<file path="src/hw/rtl/gbn_pkg.sv">
// Shared types and constants for the Go-Back-N sender window core.
// No dependencies; every other file in hw/rtl imports this package.
package gbn_pkg;

  // Field widths fixed by the channel and register definitions
  localparam int ACTION_W   = 2;
  localparam int PKT_W      = 16;
  localparam int WIN_W      = 6;
  localparam int TOT_W      = 16;
  localparam int TMO_W      = 16;
  localparam int TIME_W     = 32;
  localparam int CFG_IDX_W  = 2;
  localparam int CFG_DATA_W = 16;

  // Action codes carried on the input channel
  localparam logic [ACTION_W-1:0] ACT_TICK  = 2'd0;
  localparam logic [ACTION_W-1:0] ACT_START = 2'd1;
  localparam logic [ACTION_W-1:0] ACT_ACK   = 2'd2;

  // Configuration register indexes
  localparam logic [CFG_IDX_W-1:0] CFG_WINDOW_PACKETS = 2'd0;
  localparam logic [CFG_IDX_W-1:0] CFG_TOTAL_PACKETS  = 2'd1;
  localparam logic [CFG_IDX_W-1:0] CFG_TIMEOUT_TICKS  = 2'd2;

  // Register reset values
  localparam logic [WIN_W-1:0] WINDOW_RST  = 6'd4;
  localparam logic [TOT_W-1:0] TOTAL_RST   = 16'd0;
  localparam logic [TMO_W-1:0] TIMEOUT_RST = 16'd100;

  // Commands from the controller to the datapath
  typedef struct packed {
    logic start;
    logic tick;
    logic ack_fin;
    logic ack_slide;
    logic resend_init;
    logic fill_emit;
    logic resend_emit;
    logic fin_emit;
  } gbn_cmd_t;

  // Status from the datapath to the controller
  typedef struct packed {
    logic total_zero;
    logic tick_elig;
    logic timed_out;
    logic ack_fin;
    logic ack_slide;
    logic fill_more;
    logic fill_last;
    logic resend_last;
    logic out_free;
  } gbn_sts_t;

endpackage

</file>
<file path="src/hw/rtl/gbn_in_if.sv">
// Input channel interface: valid/ready handshake with action and ack number.
// Depends on gbn_pkg for field widths.
interface gbn_in_if import gbn_pkg::*; ();
  logic                valid;
  logic                ready;
  logic [ACTION_W-1:0] action;
  logic [PKT_W-1:0]    ack_number;

  modport source (output valid, output action, output ack_number, input ready);
  modport sink   (input valid, input action, input ack_number, output ready);
endinterface

</file>
<file path="src/hw/rtl/gbn_out_if.sv">
// Result channel interface: valid/ready handshake with one send command.
// Depends on gbn_pkg for field widths.
interface gbn_out_if import gbn_pkg::*; ();
  logic             valid;
  logic             ready;
  logic [PKT_W-1:0] packet_number;
  logic             is_resend;
  logic             finished;
  logic             last_of_run;

  modport source (output valid, output packet_number, output is_resend,
                  output finished, output last_of_run, input ready);
  modport sink   (input valid, input packet_number, input is_resend,
                  input finished, input last_of_run, output ready);
endinterface

</file>
<file path="src/hw/rtl/go_back_n_sender_window_core.sv">
// Top level of the Go-Back-N sender window core: controller plus datapath.
// Depends on gbn_pkg, gbn_in_if, gbn_out_if, gbn_ctrl and gbn_datapath.
//
//  Channel   Direction  Handshake         Payload
//  in_ch     sink       valid / ready     action, ack_number
//  out_ch    source     valid / ready     packet_number, is_resend, finished, last_of_run
//  cfg_*     sink       cfg_we only       cfg_index, cfg_data
//
// An item is taken while the sequencer is idle; a start or ack then produces its
// results one per cycle (up to MAX_WINDOW), a tick first compares the base packet's
// age in S_TICK_CMP and, if it has timed out, resends one packet per cycle. The pace is
// set by the single result register and the one write port of the send-time memory.
// rst_n is synchronous; the send-time memory is not cleared and is used only for packets
// in flight. A stalled out_ch holds the sequencer; in_ch is not ready meanwhile.
module go_back_n_sender_window_core import gbn_pkg::*; #(
  parameter int MAX_WINDOW = 32,
  parameter int SEQ_BITS   = 16
) (
  input  logic                  clk,
  input  logic                  rst_n,
  gbn_in_if.sink                in_ch,
  gbn_out_if.source             out_ch,
  input  logic                  cfg_we,
  input  logic [CFG_IDX_W-1:0]  cfg_index,
  input  logic [CFG_DATA_W-1:0] cfg_data
);

  gbn_cmd_t cmd;
  gbn_sts_t sts;

  // Sequence each transaction
  gbn_ctrl u_ctrl (
    .clk       (clk),
    .rst_n     (rst_n),
    .in_valid  (in_ch.valid),
    .in_action (in_ch.action),
    .in_ready  (in_ch.ready),
    .sts       (sts),
    .cmd       (cmd)
  );

  // Hold window state and drive results
  gbn_datapath #(
    .MAX_WINDOW (MAX_WINDOW),
    .SEQ_BITS   (SEQ_BITS)
  ) u_datapath (
    .clk               (clk),
    .rst_n             (rst_n),
    .cfg_we            (cfg_we),
    .cfg_index         (cfg_index),
    .cfg_data          (cfg_data),
    .in_ack_number     (in_ch.ack_number),
    .cmd               (cmd),
    .sts               (sts),
    .out_ready         (out_ch.ready),
    .out_valid         (out_ch.valid),
    .out_packet_number (out_ch.packet_number),
    .out_is_resend     (out_ch.is_resend),
    .out_finished      (out_ch.finished),
    .out_last_of_run   (out_ch.last_of_run)
  );

endmodule

</file>
<file path="src/hw/rtl/gbn_datapath.sv">
// Datapath: configuration registers, window pointers, tick counter, send-time
// memory and the result register. Depends on gbn_pkg; driven by gbn_ctrl.
module gbn_datapath import gbn_pkg::*; #(
  parameter int MAX_WINDOW = 32,
  parameter int SEQ_BITS   = 16
) (
  input  logic                  clk,
  input  logic                  rst_n,
  input  logic                  cfg_we,
  input  logic [CFG_IDX_W-1:0]  cfg_index,
  input  logic [CFG_DATA_W-1:0] cfg_data,
  input  logic [PKT_W-1:0]      in_ack_number,
  input  gbn_cmd_t              cmd,
  output gbn_sts_t              sts,
  input  logic                  out_ready,
  output logic                  out_valid,
  output logic [PKT_W-1:0]      out_packet_number,
  output logic                  out_is_resend,
  output logic                  out_finished,
  output logic                  out_last_of_run
);

  // Compare width covers both packet ports and the sequence space plus a carry
  localparam int CW    = ((SEQ_BITS > PKT_W) ? SEQ_BITS : PKT_W) + 1;
  localparam int IDX_W = (MAX_WINDOW > 1) ? $clog2(MAX_WINDOW) : 1;
  localparam int DEPTH = 1 << IDX_W;

  logic [WIN_W-1:0]    win_r;
  logic [TOT_W-1:0]    total_r;
  logic [TMO_W-1:0]    tmo_r;
  logic [SEQ_BITS-1:0] base_r;
  logic [SEQ_BITS-1:0] next_r;
  logic [SEQ_BITS-1:0] cur_r;
  logic [TIME_W-1:0]   time_r;
  logic                active_r;
  logic                done_r;
  logic [TIME_W-1:0]   send_mem [DEPTH];
  logic [TIME_W-1:0]   rd_data_r;
  logic                out_valid_r;
  logic [PKT_W-1:0]    out_pkt_r;
  logic                out_resend_r;
  logic                out_fin_r;
  logic                out_last_r;

  logic [CW-1:0]     win_cw;
  logic [CW-1:0]     eff_win;
  logic [CW-1:0]     seq_mask_cw;
  logic [CW-1:0]     total_cw;
  logic [CW-1:0]     eff_total;
  logic [CW-1:0]     base_cw;
  logic [CW-1:0]     next_cw;
  logic [CW-1:0]     cur_cw;
  logic [CW-1:0]     ack_cw;
  logic [CW-1:0]     limit;
  logic [CW-1:0]     next_inc;
  logic [CW-1:0]     cur_inc;
  logic [CW-1:0]     ack_inc;
  logic [TIME_W-1:0] age;
  logic              running;
  logic              ack_ok;
  logic              ack_last;

  // Write configuration registers
  always_ff @(posedge clk) begin
    if (!rst_n) begin
      win_r   <= WINDOW_RST;
      total_r <= TOTAL_RST;
      tmo_r   <= TIMEOUT_RST;
    end else if (cfg_we) begin
      unique case (cfg_index)
        CFG_WINDOW_PACKETS: win_r   <= cfg_data[WIN_W-1:0];
        CFG_TOTAL_PACKETS:  total_r <= cfg_data[TOT_W-1:0];
        CFG_TIMEOUT_TICKS:  tmo_r   <= cfg_data[TMO_W-1:0];
        default: ;
      endcase
    end
  end

  // Clamp window and total, then derive window limits
  always_comb begin
    win_cw      = CW'(win_r);
    eff_win     = (win_r == '0) ? CW'(1) :
                  ((win_cw > CW'(MAX_WINDOW)) ? CW'(MAX_WINDOW) : win_cw);
    seq_mask_cw = CW'({SEQ_BITS{1'b1}});
    total_cw    = CW'(total_r);
    eff_total   = (total_cw > seq_mask_cw) ? seq_mask_cw : total_cw;
    base_cw     = CW'(base_r);
    next_cw     = CW'(next_r);
    cur_cw      = CW'(cur_r);
    ack_cw      = CW'(in_ack_number);
    limit       = base_cw + eff_win;
    next_inc    = next_cw + CW'(1);
    cur_inc     = cur_cw + CW'(1);
    ack_inc     = ack_cw + CW'(1);
    age         = time_r - rd_data_r;
    running     = active_r && !done_r;
    ack_ok      = running && (ack_cw < next_cw);
    ack_last    = (ack_inc == eff_total);
  end

  // Report status to the controller
  always_comb begin
    sts.total_zero  = (eff_total == '0);
    sts.tick_elig   = running && (base_r < next_r);
    sts.timed_out   = (age > TIME_W'(tmo_r));
    sts.ack_fin     = ack_ok && ack_last;
    sts.ack_slide   = ack_ok && !ack_last && (ack_cw >= base_cw);
    sts.fill_more   = (next_cw < limit) && (next_cw < eff_total);
    sts.fill_last   = (next_inc >= limit) || (next_inc >= eff_total);
    sts.resend_last = (cur_inc == next_cw);
    sts.out_free    = !out_valid_r || out_ready;
  end

  // Update window pointers, time and transfer flags
  always_ff @(posedge clk) begin
    if (!rst_n) begin
      base_r   <= '0;
      next_r   <= '0;
      cur_r    <= '0;
      time_r   <= '0;
      active_r <= 1'b0;
      done_r   <= 1'b0;
    end else begin
      if (cmd.start) begin
        base_r   <= '0;
        next_r   <= '0;
        done_r   <= sts.total_zero;
        active_r <= !sts.total_zero;
      end
      if (cmd.tick) begin
        time_r <= time_r + TIME_W'(1);
      end
      if (cmd.ack_fin) begin
        done_r   <= 1'b1;
        active_r <= 1'b0;
        base_r   <= next_r;
      end
      if (cmd.ack_slide) begin
        base_r <= SEQ_BITS'(ack_inc);
      end
      if (cmd.fill_emit) begin
        next_r <= SEQ_BITS'(next_inc);
      end
      if (cmd.resend_init) begin
        cur_r <= base_r;
      end
      if (cmd.resend_emit) begin
        cur_r <= SEQ_BITS'(cur_inc);
      end
    end
  end

  // Record send times; fetch the base packet's send time on a tick
  always_ff @(posedge clk) begin
    if (cmd.fill_emit) begin
      send_mem[next_r[IDX_W-1:0]] <= time_r;
    end else if (cmd.resend_emit) begin
      send_mem[cur_r[IDX_W-1:0]] <= time_r;
    end
    if (cmd.tick) begin
      rd_data_r <= send_mem[base_r[IDX_W-1:0]];
    end
  end

  // Hold the result until the sink takes it
  always_ff @(posedge clk) begin
    if (!rst_n) begin
      out_valid_r <= 1'b0;
    end else if (cmd.fill_emit || cmd.resend_emit || cmd.fin_emit) begin
      out_valid_r <= 1'b1;
    end else if (out_ready) begin
      out_valid_r <= 1'b0;
    end
  end

  // Load the result payload
  always_ff @(posedge clk) begin
    if (cmd.fill_emit) begin
      out_pkt_r    <= PKT_W'(next_r);
      out_resend_r <= 1'b0;
      out_fin_r    <= 1'b0;
      out_last_r   <= sts.fill_last;
    end else if (cmd.resend_emit) begin
      out_pkt_r    <= PKT_W'(cur_r);
      out_resend_r <= 1'b1;
      out_fin_r    <= 1'b0;
      out_last_r   <= sts.resend_last;
    end else if (cmd.fin_emit) begin
      out_pkt_r    <= '0;
      out_resend_r <= 1'b0;
      out_fin_r    <= 1'b1;
      out_last_r   <= 1'b1;
    end
  end

  assign out_valid         = out_valid_r;
  assign out_packet_number = out_pkt_r;
  assign out_is_resend     = out_resend_r;
  assign out_finished      = out_fin_r;
  assign out_last_of_run   = out_last_r;

  // A finished transfer is never also running
  a_done_not_active: assert property (@(posedge clk) disable iff (!rst_n)
    !(done_r && active_r))
    else $error("transfer both done and active");

  // The window base never passes the next packet to send
  a_base_le_next: assert property (@(posedge clk) disable iff (!rst_n)
    base_r <= next_r)
    else $error("window base beyond next packet");

  // Each new send advances the next packet number by one
  a_fill_advance: assert property (@(posedge clk) disable iff (!rst_n)
    cmd.fill_emit |=> (next_r == SEQ_BITS'($past(next_r) + SEQ_BITS'(1))))
    else $error("next packet number did not advance on send");

endmodule

</file>
<file path="src/hw/rtl/gbn_ctrl.sv">
// Controller: decodes accepted items and sequences send, resend and finish
// results one per cycle when out_free. Depends on gbn_pkg; drives gbn_datapath.
module gbn_ctrl import gbn_pkg::*; (
  input  logic                clk,
  input  logic                rst_n,
  input  logic                in_valid,
  input  logic [ACTION_W-1:0] in_action,
  output logic                in_ready,
  input  gbn_sts_t            sts,
  output gbn_cmd_t            cmd
);

  typedef enum logic [2:0] {
    S_IDLE,
    S_TICK_CMP,
    S_FILL,
    S_RESEND,
    S_FIN
  } state_t;

  state_t state_r;
  state_t state_nxt;

  assign in_ready = (state_r == S_IDLE);

  // Decode the state into datapath commands and the next state
  always_comb begin
    cmd       = '0;
    state_nxt = state_r;
    unique case (state_r)
      S_IDLE: begin
        if (in_valid) begin
          unique case (in_action)
            ACT_TICK: begin
              cmd.tick  = 1'b1;
              state_nxt = sts.tick_elig ? S_TICK_CMP : S_IDLE;
            end
            ACT_START: begin
              cmd.start = 1'b1;
              state_nxt = sts.total_zero ? S_FIN : S_FILL;
            end
            ACT_ACK: begin
              if (sts.ack_fin) begin
                cmd.ack_fin = 1'b1;
                state_nxt   = S_FIN;
              end else if (sts.ack_slide) begin
                cmd.ack_slide = 1'b1;
                state_nxt     = S_FILL;
              end
            end
            default: ;
          endcase
        end
      end
      S_TICK_CMP: begin
        if (sts.timed_out) begin
          cmd.resend_init = 1'b1;
          state_nxt       = S_RESEND;
        end else begin
          state_nxt = S_IDLE;
        end
      end
      S_FILL: begin
        if (!sts.fill_more) begin
          state_nxt = S_IDLE;
        end else if (sts.out_free) begin
          cmd.fill_emit = 1'b1;
          if (sts.fill_last) begin
            state_nxt = S_IDLE;
          end
        end
      end
      S_RESEND: begin
        if (sts.out_free) begin
          cmd.resend_emit = 1'b1;
          if (sts.resend_last) begin
            state_nxt = S_IDLE;
          end
        end
      end
      S_FIN: begin
        if (sts.out_free) begin
          cmd.fin_emit = 1'b1;
          state_nxt    = S_IDLE;
        end
      end
      default: state_nxt = S_IDLE;
    endcase
  end

  // Hold the sequencer state
  always_ff @(posedge clk) begin
    if (!rst_n) begin
      state_r <= S_IDLE;
    end else begin
      state_r <= state_nxt;
    end
  end

  // At most one result is produced per cycle
  a_one_emit: assert property (@(posedge clk) disable iff (!rst_n)
    $onehot0({cmd.fill_emit, cmd.resend_emit, cmd.fin_emit}))
    else $error("more than one result in a cycle");

  // A result is loaded only when the result register can take it
  a_emit_free: assert property (@(posedge clk) disable iff (!rst_n)
    (cmd.fill_emit || cmd.resend_emit || cmd.fin_emit) |-> sts.out_free)
    else $error("result loaded over a waiting result");

  // The last resend returns the sequencer to idle
  a_resend_end: assert property (@(posedge clk) disable iff (!rst_n)
    (cmd.resend_emit && sts.resend_last) |=> (state_r == S_IDLE))
    else $error("sequencer did not return to idle after last resend");

endmodule
</file>
<file path="src/flat_wrapper.sv">
// flat-port wrapper written by rule: the top's interface ports become plain ports
module go_back_n_sender_window_core_flat import gbn_pkg::*;
#(
  parameter int MAX_WINDOW = 32,
  parameter int SEQ_BITS   = 16
)
  (clk, rst_n, cfg_we, cfg_index, cfg_data, in_ch_valid, in_ch_action, in_ch_ack_number, in_ch_ready, out_ch_valid, out_ch_packet_number, out_ch_is_resend, out_ch_finished, out_ch_last_of_run, out_ch_ready);
  gbn_in_if in_ch_i ();
  gbn_out_if out_ch_i ();
  input  logic clk;
  input  logic rst_n;
  input  logic cfg_we;
  input  logic [CFG_IDX_W-1:0] cfg_index;
  input  logic [CFG_DATA_W-1:0] cfg_data;
  input wire logic [$bits(in_ch_i.valid)-1:0] in_ch_valid;
  input wire logic [$bits(in_ch_i.action)-1:0] in_ch_action;
  input wire logic [$bits(in_ch_i.ack_number)-1:0] in_ch_ack_number;
  output wire logic [$bits(in_ch_i.ready)-1:0] in_ch_ready;
  output wire logic [$bits(out_ch_i.valid)-1:0] out_ch_valid;
  output wire logic [$bits(out_ch_i.packet_number)-1:0] out_ch_packet_number;
  output wire logic [$bits(out_ch_i.is_resend)-1:0] out_ch_is_resend;
  output wire logic [$bits(out_ch_i.finished)-1:0] out_ch_finished;
  output wire logic [$bits(out_ch_i.last_of_run)-1:0] out_ch_last_of_run;
  input wire logic [$bits(out_ch_i.ready)-1:0] out_ch_ready;
  assign in_ch_i.valid = in_ch_valid;
  assign in_ch_i.action = in_ch_action;
  assign in_ch_i.ack_number = in_ch_ack_number;
  assign in_ch_ready = in_ch_i.ready;
  assign out_ch_valid = out_ch_i.valid;
  assign out_ch_packet_number = out_ch_i.packet_number;
  assign out_ch_is_resend = out_ch_i.is_resend;
  assign out_ch_finished = out_ch_i.finished;
  assign out_ch_last_of_run = out_ch_i.last_of_run;
  assign out_ch_i.ready = out_ch_ready;
  go_back_n_sender_window_core #(.MAX_WINDOW(MAX_WINDOW), .SEQ_BITS(SEQ_BITS)) u_core (.clk(clk), .rst_n(rst_n), .in_ch(in_ch_i), .out_ch(out_ch_i), .cfg_we(cfg_we), .cfg_index(cfg_index), .cfg_data(cfg_data));
endmodule
</file>
<file path="config.mk">
export PLATFORM = sky130hd
export DESIGN_NAME = go_back_n_sender_window_core_flat
export DESIGN_NICKNAME = d
export VERILOG_FILES = /design/src/hw/rtl/gbn_pkg.sv /design/src/hw/rtl/gbn_in_if.sv /design/src/hw/rtl/gbn_out_if.sv /design/src/hw/rtl/go_back_n_sender_window_core.sv /design/src/hw/rtl/gbn_datapath.sv /design/src/hw/rtl/gbn_ctrl.sv /design/src/flat_wrapper.sv
export SDC_FILE = /design/constraint.sdc
export NUM_CORES = 1
export LEC_CHECK = 0
export BUFFER_PORTS_ARGS = -buffer_cell sky130_fd_sc_hd__buf_2
export CORE_MARGIN = 1
export CORE_UTILIZATION = 50
export CTS_CLUSTER_DIAMETER = 120
export DETAILED_ROUTE_END_ITERATION = 12
export GPL_ROUTABILITY_DRIVEN = 0
export HOLD_SLACK_MARGIN = 0.1
export PLACE_DENSITY = 0.66
export SLEW_MARGIN = 0
export SYNTH_ARGS = -nofsm -noshare
export SYNTH_HDL_FRONTEND = slang
export SYNTH_HIERARCHICAL = 1
export SYNTH_SLANG_ARGS = --single-unit
</file>
<file path="constraint.sdc">
create_clock -name clk -period 11.78 [get_ports clk]
set_input_delay 1.178 -clock clk [delete_from_list [all_inputs] [get_ports clk]]
set_output_delay 1.178 -clock clk [all_outputs]
set_load 0.01 [all_outputs]
</file>
==> run_results.csv, run 1 <==
group,metric,value,unit
yosys,synth.yosys.seq_area_share,66.4,%
routing,vias,29600,
power,clkPwrFrac,44.0,%
critical_path,cpMaxStageDelayCell,"nor2_4",
yosys,synth_area,52300,µm²
clock_network,cts_resized,0,
sta,tightestPinTransition,1350,ps
hold_path,hold_class,"flop to flop",
run,maxCapViolCount,0,
power,pwr-share-comb,2.0,%
critical_path,end_kind,"flop",
critical_path,critPathMaxFanout,57,
yosys,synth_nets,3395,
yosys,synth-simple-area-share,6.47,%
yosys,synthMuxAreaShare,14.0,%
clock_network,post_cts_buffers,0,
die,io_pins,62,
yosys,yosysTopAreaCell,"edfxtp_1",
sta,post-route-period-util,62.6,%
routing,wl,129,mm
sta,worst_hold_slack,463,ps
clock_network,clk_path_buf_depth,3,
die,dieArea,106000,µm²
critical_path,worst-path-stages,24,
critical_path,cp_num_buf_inv,0,
sta,max_slew_margin,9.83,%
yosys,synth_fa_ha_area_share,4.17,%
critical_path,path_class,"flop to flop",
yosys,yosys.cell_types.count,86,
yosys,synth_edf_count,1073,
clock_network,h-tree-depth,3,
clock_network,clk_latency,730,ps
placement,hpwl,83.7,mm
critical_path,critPathTopFamily,"compound AO/OA/AOI/OAI gates",
power,p_int,6.79,mW
critical_path,startpoint_type,"flop",
clock_network,clkSlewWorstSetupHoldPaths,60,ps
sta,fmax,0.136,GHz
grt,grt_pass1_vias,29300,
die,die_h,325,µm
yosys,synth_compound_area_share,4.84,%
critical_path,r2r-end,"u_core/u_datapath/send_mem[18][10]",
sta,slew_violations,0,
die,start_util,50.5,%
grt,grt_use_total,24.5,%
grt,grt_pass1_wl,193,mm
cells_and_area,fin_cells,4764,
power,power_leakage,20.0,nW
power,seqPwrFrac,54.0,%
critical_path,crit_chain,"ha_1 -> a21o_1 -> a21oi_1 -> o21bai_1 -> a21oi_1 -> nor2b_1 -> o21ai_0 -> nor3_1 -> xnor2_1 -> ha_1 -> a21o_1 -> a21o_1 -> a21oi_1 -> nand2_1 -> o211ai_1 -> a21oi_1 -> o21ai_0 -> o211a_1 -> nand2b_1 -> nor2_4 -> o21ai_0 -> a21o_1 -> nand2b_1 -> nor2_4",
power,vdd_drop_max,0.148,mV
grt,grt_start_max_net_pins,136,
die,rows,118,
critical_path,cp.required,12090,ps
sta,fin_worst_skew,70.4,ps
critical_path,rr_startpoint,"u_core/u_datapath/base_r[1]",
yosys,yosysMostFrequentCell,"edfxtp_1",
clock_network,cts-root-buf,"clkbuf_16",
routing,avgRoutedWirePerCell,27.1,µm
sta,grt_setup_unrepaired,"no",
die,core,104000,µm²
sta,period_needed,7370,ps
placement,port_buffers,61,
grt,antenna_found_initial,1,
yosys,ys.flop_type,"edfxtp_1",
clock_network,cts_hold_buffers,0,
critical_path,r2r_slack,4410,ps
placement,dp.cells,4543,
critical_path,cp_slowest_stage_delay,1110,ps
power,power_density,145,nW/µm²
routing,drc,0,
yosys,synth-xor-area-share,2.19,%
critical_path,arrival,7690,ps
cells_and_area,area_growth_syn_to_layout,11.7,%
yosys,yosysWarnings,6,
power,swShare,20.1,%
routing,dr.pass1.iters,5,
power,p_sw,1.71,mW
grt,grt_overflow,0,
clock_network,numCtsBuffers,117,
critical_path,worstSetupEndpoint,"u_core/u_datapath/send_mem[18][10]",
yosys,ys_ff_latch,1199,
yosys,synth_top_area_share,61.6,%
critical_path,setup.worst_path.start,"u_core/u_datapath/base_r[1]",
routing,drtIter0Drc,3236,
clock_network,cts_tree,"done",
routing,ant_nets,0,
clock_network,clock-sinks,1199,
cells_and_area,final_nets,3496,
yosys,avgSynthCellArea,16.4,µm²
sta,fin_tns_setup,0,ps
critical_path,reg2regPathDepth,24,
yosys,synthTopCellsByArea,"edfxtp_1 (62%), mux4_2 (14%), dfxtp_1 (4.8%)",
die,die_x,325,µm
yosys,synth_cells,3181,
sta,hold_viol,0,
routing,vias_per_cell,6.21,
yosys,synth_common_cells,"edfxtp_1 (1073), mux4_2 (320), nand2_1 (276), ha_1 (171), nor2_1 (147)",
sta,setup_violations,0,
yosys,synth_top_family_by_area,"multiplexers",
status,outcome,"complete, no violations",
cells_and_area,final_layout_size_suffix_gt1_share,20.5,%
yosys,async_reset_ff_share,0,%
-- sequential cells by signal (all words and copies together) (netlist names), 3 cells and up --
| signal | flops |
|---|---|
| u_core/u_datapath/total_r | 16 |
| u_core/u_datapath/out_packet_number | 16 |
| u_core/u_datapath/send_mem | 1024 |
| u_core/u_datapath/cur_r | 16 |
| u_core/u_datapath/tmo_r | 16 |
| u_core/u_datapath/rd_data_r | 32 |
| u_core/u_datapath/next_r | 16 |
| u_core/u_datapath/base_r | 16 |
| u_core/u_ctrl/state_r | 3 |
| u_core/u_datapath/win_r | 6 |
| u_core/u_datapath/time_r | 32 |
-- metrics by stage --
step	area (µm²)	total power, mW	util [%]	setup WS [ps]
finish	58400	8.49	56.4	4410
detailed placement	54500	4.84	52.6	4450
global route	58400	8.72	56.4	3950
floorplan	52300	4.78	-	5300
global placement	54500	4.84	52.6	4690
CTS	58400	8.56	56.4	4460
-- power by group through the flow --
stage	registers (mW)	logic, mW	clock network [mW]
2_1_floorplan	4.68	0.101	0
3_3_place_gp	4.68	0.162	0
3_5_place_dp	4.68	0.166	0
4_1_cts	4.59	0.168	3.80
5_1_grt	4.59	0.184	3.95
6_report	4.59	0.170	3.74
-- layer usage --
layer | up-vias | share of wire, % | track usage [%] | wire length [µm]
met4 | 0 | 2.5 | 6.41 | 3170
met5 | - | 0 | 0 | 0
met2 | 1254 | 47 | 37.9 | 60300
met3 | 204 | 7.6 | 3.81 | 9860
met1 | 15400 | 43 | 36.4 | 55700
li1 | 12800 | - | - | -
-- worst register-to-register path: stages (launching register included) --
cell,delay (ps)
dfxtp_4,900
ha_1,360
a21o_1,150
a21oi_1,230
o21bai_1,90
a21oi_1,230
nor2b_1,70
o21ai_0,420
nor3_1,150
xnor2_1,200
ha_1,230
a21o_1,160
a21o_1,170
a21oi_1,200
nand2_1,80
o211ai_1,190
a21oi_1,90
o21ai_0,200
o211a_1,210
nand2b_1,120
nor2_4,290
o21ai_0,240
a21o_1,240
nand2b_1,630
nor2_4,1120
-- cell type report --
type                    count  area, µm²
diodes                      1       2.50
clock buffers             148       3130
clock inverters            72        767
fillers                  7960      45200
inverters                 111        422
multi-input cells        1733      16800
flip-flops and latches   1199      34800
well taps                1380       1730
repair buffers            120        761
-- how the worst min path moves through the flow --
| stage | cells past startpoint | startpoint | end |
|---|---|---|---|
| 6_report | 2 | u_core/u_datapath/tmo_r[4] | u_core/u_datapath/tmo_r[4] |
| 4_1_cts | 2 | u_core/u_datapath/tmo_r[4] | u_core/u_datapath/tmo_r[4] |
| 2_1_floorplan | 2 | u_core/u_datapath/tmo_r[10] | u_core/u_datapath/tmo_r[10] |
| 3_5_place_dp | 2 | u_core/u_datapath/tmo_r[4] | u_core/u_datapath/tmo_r[4] |
| 3_3_place_gp | 2 | u_core/u_datapath/tmo_r[15] | u_core/u_datapath/tmo_r[15] |
| 5_1_grt | 2 | u_core/u_datapath/tmo_r[11] | u_core/u_datapath/tmo_r[11] |
-- kinds of logic (layout without fill, tap and decap cells) --
logic type / after synthesis / in the layout
AND/OR/NAND/NOR: 698 / 698
AO/OA/AOI/OAI: 397 / 397
other: 0 / 1
buffers and inverters: 249 / 451
XOR/XNOR: 131 / 131
multiplexers: 334 / 334
adder cells (fa/ha/maj): 173 / 173
flip-flops: 1199 / 1199
-- cells in the final DEF, fill, tap and decap left out, drive strengths merged, types with 4 or more instances in the layout --
cell type / n
nand2: 276
nand4: 37
bufinv: 12
a22o: 4
o21a: 11
and4: 14
nand2b: 16
mux4: 320
a311oi: 4
buf: 120
clkbuf: 148
and2: 6
xor2: 52
clkinv: 56
nor3: 34
nor2: 148
mux2i: 14
and3: 21
a211oi: 69
nor2b: 45
a21oi: 132
nor3b: 10
nand3b: 4
edfxtp: 1073
o21bai: 4
a21o: 41
inv: 111
nor4: 16
clkinvlp: 4
dfxtp: 126
or3: 9
a31oi: 8
xnor2: 79
ha: 171
o211ai: 13
o21ai: 77
nand3: 48
Power figures use the tool's default switching activity.
==> inputs of run 2 (changes only) <==
--- a/config.mk
+++ b/config.mk
@@ -5,6 +5,7 @@
 export SDC_FILE = /design/constraint.sdc
 export NUM_CORES = 1
 export LEC_CHECK = 0
+export ABC_AREA = 1
 export BUFFER_PORTS_ARGS = -buffer_cell sky130_fd_sc_hd__buf_2
 export CORE_MARGIN = 1
 export CORE_UTILIZATION = 50
@@ -12,7 +13,7 @@
 export DETAILED_ROUTE_END_ITERATION = 12
 export GPL_ROUTABILITY_DRIVEN = 0
 export HOLD_SLACK_MARGIN = 0.1
-export PLACE_DENSITY = 0.66
+export PLACE_DENSITY = 0.65
 export SLEW_MARGIN = 0
 export SYNTH_ARGS = -nofsm -noshare
 export SYNTH_HDL_FRONTEND = slang
==> constraint.sdc (replaced) <==
create_clock -name clk -period 7.1 [get_ports clk]
set_input_delay 0.71 -clock clk [delete_from_list [all_inputs] [get_ports clk]]
set_output_delay 0.71 -clock clk [all_outputs]
set_load 0.01 [all_outputs]
==> run 2 against run 1 <==
Combinational power grew to 7.8 times the previous value. Register-to-register slack worse by 3800 ps. Synthesized area is 4.7% higher.
==> run_results.csv, run 2 <==
group,metric,value,unit
routing,drc,0,
routing,avgRoutedWirePerCell,24.7,µm
cells_and_area,final_cell_mix,"edfxtp_1 (1073), nor2_1 (793), nand2_1 (648), o21ai_0 (629), inv_1 (372)",
clock_network,cts_tree,"done",
sta,max_slew_margin,23.1,%
clock_network,clk_latency,720,ps
yosys,synth_area,54800,µm²
yosys,ys_ff_latch,1199,
routing,drtIter0Drc,5401,
placement,dp.cells,6445,
critical_path,startpoint_type,"flop",
sta,hold_viol,0,
cells_and_area,largest_register_ffs,1024,
routing,dr.pass1.iters,6,
sta,fin_tns_setup,0,ps
die,start_util,50.4,%
cells_and_area,final_layout_size_suffix_gt1_share,8.33,%
critical_path,arrival,6900,ps
yosys,yosys.cell_types.count,52,
clock_network,clk_path_buf_depth,3,
sta,post-route-period-util,91.5,%
critical_path,cp.required,7510,ps
clock_network,clkSlewWorstSetupHoldPaths,60,ps
placement,hpwl,103,mm
yosys,async_reset_ff_share,0,%
cells_and_area,final-seq-area,34800,µm²
yosys,avgSynthCellArea,10.7,µm²
die,die_x,333,µm
sta,tightestPinTransition,1150,ps
yosys,synth_nets,5349,
yosys,yosysWarnings,6,
critical_path,path_class,"flop to flop",
yosys,synth_common_cells,"edfxtp_1 (1073), nor2_1 (826), nand2_1 (648), o21ai_0 (629), inv_1 (374)",
routing,vias,40900,
clock_network,clock-sinks,1199,
cells_and_area,fillerInstances,9107,
yosys,yosysTopAreaCell,"edfxtp_1",
sta,setup_violations,0,
grt,grt_use_total,29.2,%
power,power_density,252,nW/µm²
yosys,synth_top_area_share,58.8,%
grt,grt_pass1_vias,38400,
critical_path,critPathMaxFanout,20,
grt,grt_start_max_net_pins,199,
cells_and_area,area_growth_syn_to_layout,11.2,%
power,vdd_drop_max,0.216,mV
yosys,synth_cells,5135,
run,maxCapViolCount,0,
cells_and_area,fin_cells,6671,
die,dieArea,111000,µm²
clock_network,cts_hold_buffers,0,
yosys,yosysMostFrequentCell,"edfxtp_1",
clock_network,cts-root-buf,"clkbuf_16",
critical_path,cpMaxStageDelayCell,"nor2_4",
yosys,synth_edf_count,1073,
clock_network,numCtsBuffers,121,
critical_path,cp_slowest_stage_delay,730,ps
sta,grt_setup_unrepaired,"no",
power,power_leakage,22.5,nW
clock_network,post_cts_buffers,0,
cells_and_area,final_common_cell,"edfxtp_1",
cells_and_area,final_nets,5368,
grt,grt_pass1_wl,244,mm
die,die_h,333,µm
placement,port_buffers,61,
sta,fin_worst_skew,35.2,ps
die,io_pins,62,
critical_path,crit_top_cell,"nor2_1",
clock_network,cts_resized,0,
clock_network,h-tree-depth,3,
yosys,synth.yosys.seq_area_share,63.4,%
sta,slew_violations,0,
hold_path,hold_class,"input port to flop",
routing,wl,165,mm
grt,antenna_found_initial,5,
grt,grt_overflow,0,
routing,vias_per_cell,6.13,
yosys,ys.flop_type,"edfxtp_1",
die,core,109000,µm²
die,rows,121,
yosys,synthTopCellsByArea,"edfxtp_1 (59%), o21ai_0 (5.7%), nor2_1 (5.7%)",
critical_path,end_kind,"flop",
status,outcome,"complete, no violations",
routing,ant_nets,0,
sta,period_needed,6490,ps
cells_and_area,multiInputGateArea,17700,µm²
sta,fmax,0.154,GHz
-- run 2: changes by cell type after synthesis, sizes merged, moves of 45 or more --
cell / before / now
nor2b: 45 / 0
clkbuf: 98 / 186
xnor2: 79 / 8
o22ai: 2 / 81
a21oi: 132 / 177
inv: 108 / 387
nand3: 48 / 212
nand2: 276 / 656
o21ai: 77 / 658
a31oi: 8 / 60
mux4: 320 / 0
a211oi: 69 / 6
nor2: 148 / 845
o221ai: 1 / 191
-- run 2: final timing paths --
path,startpoint,to,slack (ps),cells past startpoint
max,u_core/u_datapath/win_r[4],u_core/u_datapath/send_mem[24][4],610,31
min,cfg_data[5],u_core/u_datapath/tmo_r[5],310,3
max reg2reg,u_core/u_datapath/win_r[4],u_core/u_datapath/send_mem[24][4],610,31
min reg2reg,u_core/u_datapath/tmo_r[1],u_core/u_datapath/tmo_r[1],470,2
-- run 2: logic make-up after synthesis --
kind of cell	count (synthesis)	synth area share, %
compound gates	1221	13.1
fa+ha+maj	173	3.98
xor+xnor	53	0.873
flops	1199	63.4
simple gates	1839	14.0
buf+inv	650	4.65
-- run 2: final cells by class --
class	count	area share [%]
sequential	1199	57.1
multi-input combinational	3286	29.1
clock buffer	155	5.18
tap	1414	2.91
inverter	390	2.44
timing repair buffer	156	2.21
clock inverter	70	0.995
antenna	1	0.00411
-- run 2: per-stage QoR --
| step | instance area [µm²] | utilization (%) | hold WS (ps) | power [mW] | setup WS, ps |
|---|---|---|---|---|---|
| after floorplan | 54800 | - | 435 | 8.78 | 1360 |
| after global placement | 57100 | 52.5 | 452 | 9.32 | 838 |
| after detailed placement | 57100 | 52.5 | 455 | 9.33 | 746 |
| after CTS | 60900 | 56.0 | 265 | 15.4 | 718 |
| after global routing | 60900 | 56.0 | 307 | 15.8 | 185 |
| final | 60900 | 56.0 | 307 | 15.4 | 606 |
-- run 2: layer usage --
metal  track usage [%]  share of wire, %  vias to the layer above
li1                  -                 -                    18500
met1              41.0                41                    20000
met2              45.2                45                     2067
met3              5.51                10                      328
met4              10.7               3.7                        2
met5                 0            0.0073                        -
-- run 2: worst max-delay path, delay by kind of cell, from the launching register on --
| family | cells | cell delay (ps) |
|---|---|---|
| adders and majority gates | 3 | 780 |
| xor gates and xnor gates | 1 | 240 |
| buffers and inverters | 4 | 740 |
| DFF | 1 | 300 |
| AOI/OAI and AO/OA | 4 | 940 |
| and+or+nand+nor | 19 | 3200 |
-- run 2: report_power, final --
| part | internal (mW) | total (mW) | switching [mW] |
|---|---|---|---|
| Sequential | 7.80 | 7.90 | 0.0946 |
| Clock | 3.43 | 6.14 | 2.72 |
| Combinational | 0.361 | 1.32 | 0.960 |
| Total | 11.6 | 15.4 | 3.77 |
